## src/rtl/core/ffss_ram.sv

```systemverilog
// ----------------------------------------------------------------------------
// Generic single-port-write RAM
// One write port and one read port with registered read data.
// ----------------------------------------------------------------------------
`default_nettype none

module ffss_ram #(
	parameter int WIDTH = 8,
	parameter int DEPTH = 16,
	parameter int ADDR_W = (DEPTH > 1) ? $clog2(DEPTH) : 1
) (
	input  wire logic              clk,
	input  wire logic              we,
	input  wire logic [ADDR_W-1:0] waddr,
	input  wire logic [WIDTH-1:0]  wdata,
	input  wire logic              re,
	input  wire logic [ADDR_W-1:0] raddr,
	output logic      [WIDTH-1:0]  rdata
);

	logic [WIDTH-1:0] mem [DEPTH];

	always_ff @(posedge clk) begin
		if (we) begin
			mem[waddr] <= wdata;
		end
		if (re) begin
			rdata <= mem[raddr];
		end
	end

endmodule

`default_nettype wire

```

## config.mk

```make
export PLATFORM = sky130hd
export DESIGN_NAME = ffss_ram
export DESIGN_NICKNAME = d
export VERILOG_FILES = /design/src/rtl/core/ffss_ram.sv
export SDC_FILE = /design/constraint.sdc
export NUM_CORES = 1
export LEC_CHECK = 0
export ABC_AREA = 1
export BUFFER_PORTS_ARGS = -buffer_cell sky130_fd_sc_hd__buf_2
export CAP_MARGIN = 20
export CORE_MARGIN = 1.5
export CORE_UTILIZATION = 28
export CTS_BUF_LIST = sky130_fd_sc_hd__clkbuf_8
export DETAILED_ROUTE_END_ITERATION = 6
export PLACE_DENSITY = 0.45
export SLEW_MARGIN = 20
export SYNTH_ARGS = -nofsm -noshare
export SYNTH_HDL_FRONTEND = slang
export SYNTH_SLANG_ARGS = --single-unit
```

## constraint.sdc

```tcl
create_clock -name clk -period 1.12 [get_ports clk]
set_input_delay 0.168 -clock clk [delete_from_list [all_inputs] [get_ports clk]]
set_output_delay 0.168 -clock clk [all_outputs]
set_load 0.005 [all_outputs]
```

==> flow_metrics.tcl <==
set metrics [dict create \
    slowest_delay_ns 0.41 \
    final_max_slew_viol_count 0 \
    synth_area_per_cell_um2 10.6 \
    netlist_area_mm2 0.00585 \
    area_growth_syn_to_layout_pct 20.8 \
    hold_violations 0 \
    layout-drive-gt1-share 0.219 \
    nets 623 \
    track_usage 0.142 \
    synth_fp_nets 570 \
    dp_hpwl_um 9480 \
    placed_cells 855 \
    failed_checks "negative setup slack" \
    antenna_found_initial 0 \
    cp.buffers_inverters 1 \
    grt_pass1_wl_um 22200 \
    hold_ws_ns 0.103 \
    overflow 0 \
    rsz0062_at_grt "true" \
    ys_ff_latch 136 \
    gp_congestion 0.756 \
    cts.sinks 136 \
    yosys_warnings 0 \
    p_per_area_mw_per_mm2 1510 \
    peakVddDrop_v 0.000682 \
    viasPerCell 4.35 \
    synth-adder-area-share 0 \
    critPathLaunchType "flip-flop" \
    post-route-period-util 1.05 \
    synthMuxAreaShare 0 \
    finalPower_mw 10.6 \
    nFillCells 2062 \
    yosys.area_share.xor_xnor 0 \
    start_util 0.287 \
    worstPathArrival_ns 1.01 \
    num_rows 52 \
    fmax_mhz 850 \
    crit_path_max_fanout 1 \
    vias 3862 \
    grt_max_degree 33 \
    clkSlewWorstSetupHoldPaths_ns 0.08 \
    drt_pass1_iterations 5 \
    stdcell_area_mm2 0.00706 \
    ant_nets 0 \
    drc 0 \
    post_dp_cell_area_mm2 0.00645 \
    drv_cap 0 \
    slowest_stage "edfxtp_1" \
    core_mm2 0.0204 \
    status "complete, but fails checks" \
    numCtsBuffers 17 \
    crit_type "flip-flop to output port" \
    synth_top_area_share 0.698 \
    post-place-ws_ns -0.332 \
    critPathCaptureType "output port" \
    min_period_ns 1.18 \
    cts_tree "done" \
    path_delay_family "flip-flops" \
    tns_ns -0.200 \
    synthTopCellsByArea "edfxtp_1 (70%), nand2_1 (11%), nand3_1 (8.3%)" \
    portBuffers 26 \
    final_util 0.347 \
    synth-simple-area-share 0.208 \
    clkLatencyLatePin_ns 0.45 \
    yosysSeqAreaShare 0.698 \
    stdcell_count 887 \
    yosysTopAreaCell "edfxtp_1" \
    cts_buffer_depth 2 \
    slew-limit-headroom 0.726 \
    synthesis.instances 551 \
    leakage_nw 2.99 \
    ioPinCount 27 \
    yosysUniqueCellTypes 11 \
    fp.dieW_um 148 \
    clockRootBuffer "clkbuf_8" \
    path_cells "buf_2" \
    required_ns 0.95 \
    h-tree-depth 4 \
    antennaDiodeCount 0 \
    layout_commonest_cell "nand2_1" \
    wire_per_inst_um 16.4 \
    fin_ws_ns -0.0561 \
    routed_wl_um 14600 \
    die_y_um 148 \
    design.die.area_mm2 0.0218 \
    grt_pass1_vias 3834 \
    setup_viol 5 \
    min_path_type "input pin to flip-flop" \
    skew_ns 0.00995 \
    final_cell_mix "nand2_1 (170), edfxtp_1 (136), inv_1 (98), nand3_1 (57), nand3_2 (39)" \
    synth_compound_area_frac 0 \
    first_iter_violations 424 \
    worst_pin_slew_ns 0.411 \
    synth_top_family_by_area "simple AND/OR/NAND/NOR gates" \
]
[where the power goes]
| group | leakage, nW | internal (mW) | switching (mW) |
|---|---|---|---|
| sequential | 1.24 | 5.73 | 0.0299 |
| combinational | 1.56 | 0.268 | 0.559 |
| clock | 0.197 | 2.16 | 1.91 |
| total | 2.99 | 8.16 | 2.49 |
[Yosys cell counts]
| library cell | number |
|---|---|
| nand2_1 | 173 |
| edfxtp_1 | 136 |
| inv_1 | 100 |
| nand3_1 | 97 |
| nor2_1 | 17 |
| buf_2 | 13 |
| buf_6 | 6 |
| buf_4 | 4 |
| inv_2 | 2 |
| nand3b_1 | 2 |
| buf_1 | 1 |
[worst paths after layout]
path	slack, ns	endpoint	cells past startpoint	from
min	0.10	rdata[7]	1	re
max	-0.06	rdata[5]	1	rdata[5]
max reg2reg	0.01	rdata[0]	6	mem[9][0]
min reg2reg	0.77	rdata[2]	6	mem[12][2]
[kinds of logic (layout without fill, tap and decap cells)]
family,after synthesis,after routing
AND/OR/NAND/NOR,289,289
flip-flops,136,136
buffers and inverters,126,192
[per-layer routing]
layer,global-route usage,wire [µm],vias to the layer above
li1,-,-,1883
met1,0.189,6800,1900
met2,0.229,7110,65
met3,0.0265,445,14
met4,0.0550,226,0
met5,0,0,-
[flip-flops by register name (all words and copies together) (netlist names)]
register,count
mem,128
rdata,8
[cell type report]
class,instances,area (µm²),area share
Tap cell,270,338,0.0478
Clock inverter,15,161,0.0229
Sequential cell,136,4080,0.578
Clock buffer,17,234,0.0331
Timing Repair Buffer,58,433,0.0613
Inverter,102,383,0.0542
Multi-Input combinational cell,289,1430,0.202
[timing repair]
| action | CTS | global route |
|---|---|---|
| setup endpoints to repair | 13 | 16 |
| hold buffers | 0 | 0 |
| buffers inserted | 0 | 0 |
| pin swaps | 1 | 27 |
| resized for setup | 9 | 38 |
No activity file was read; power rests on OpenSTA's default activity.
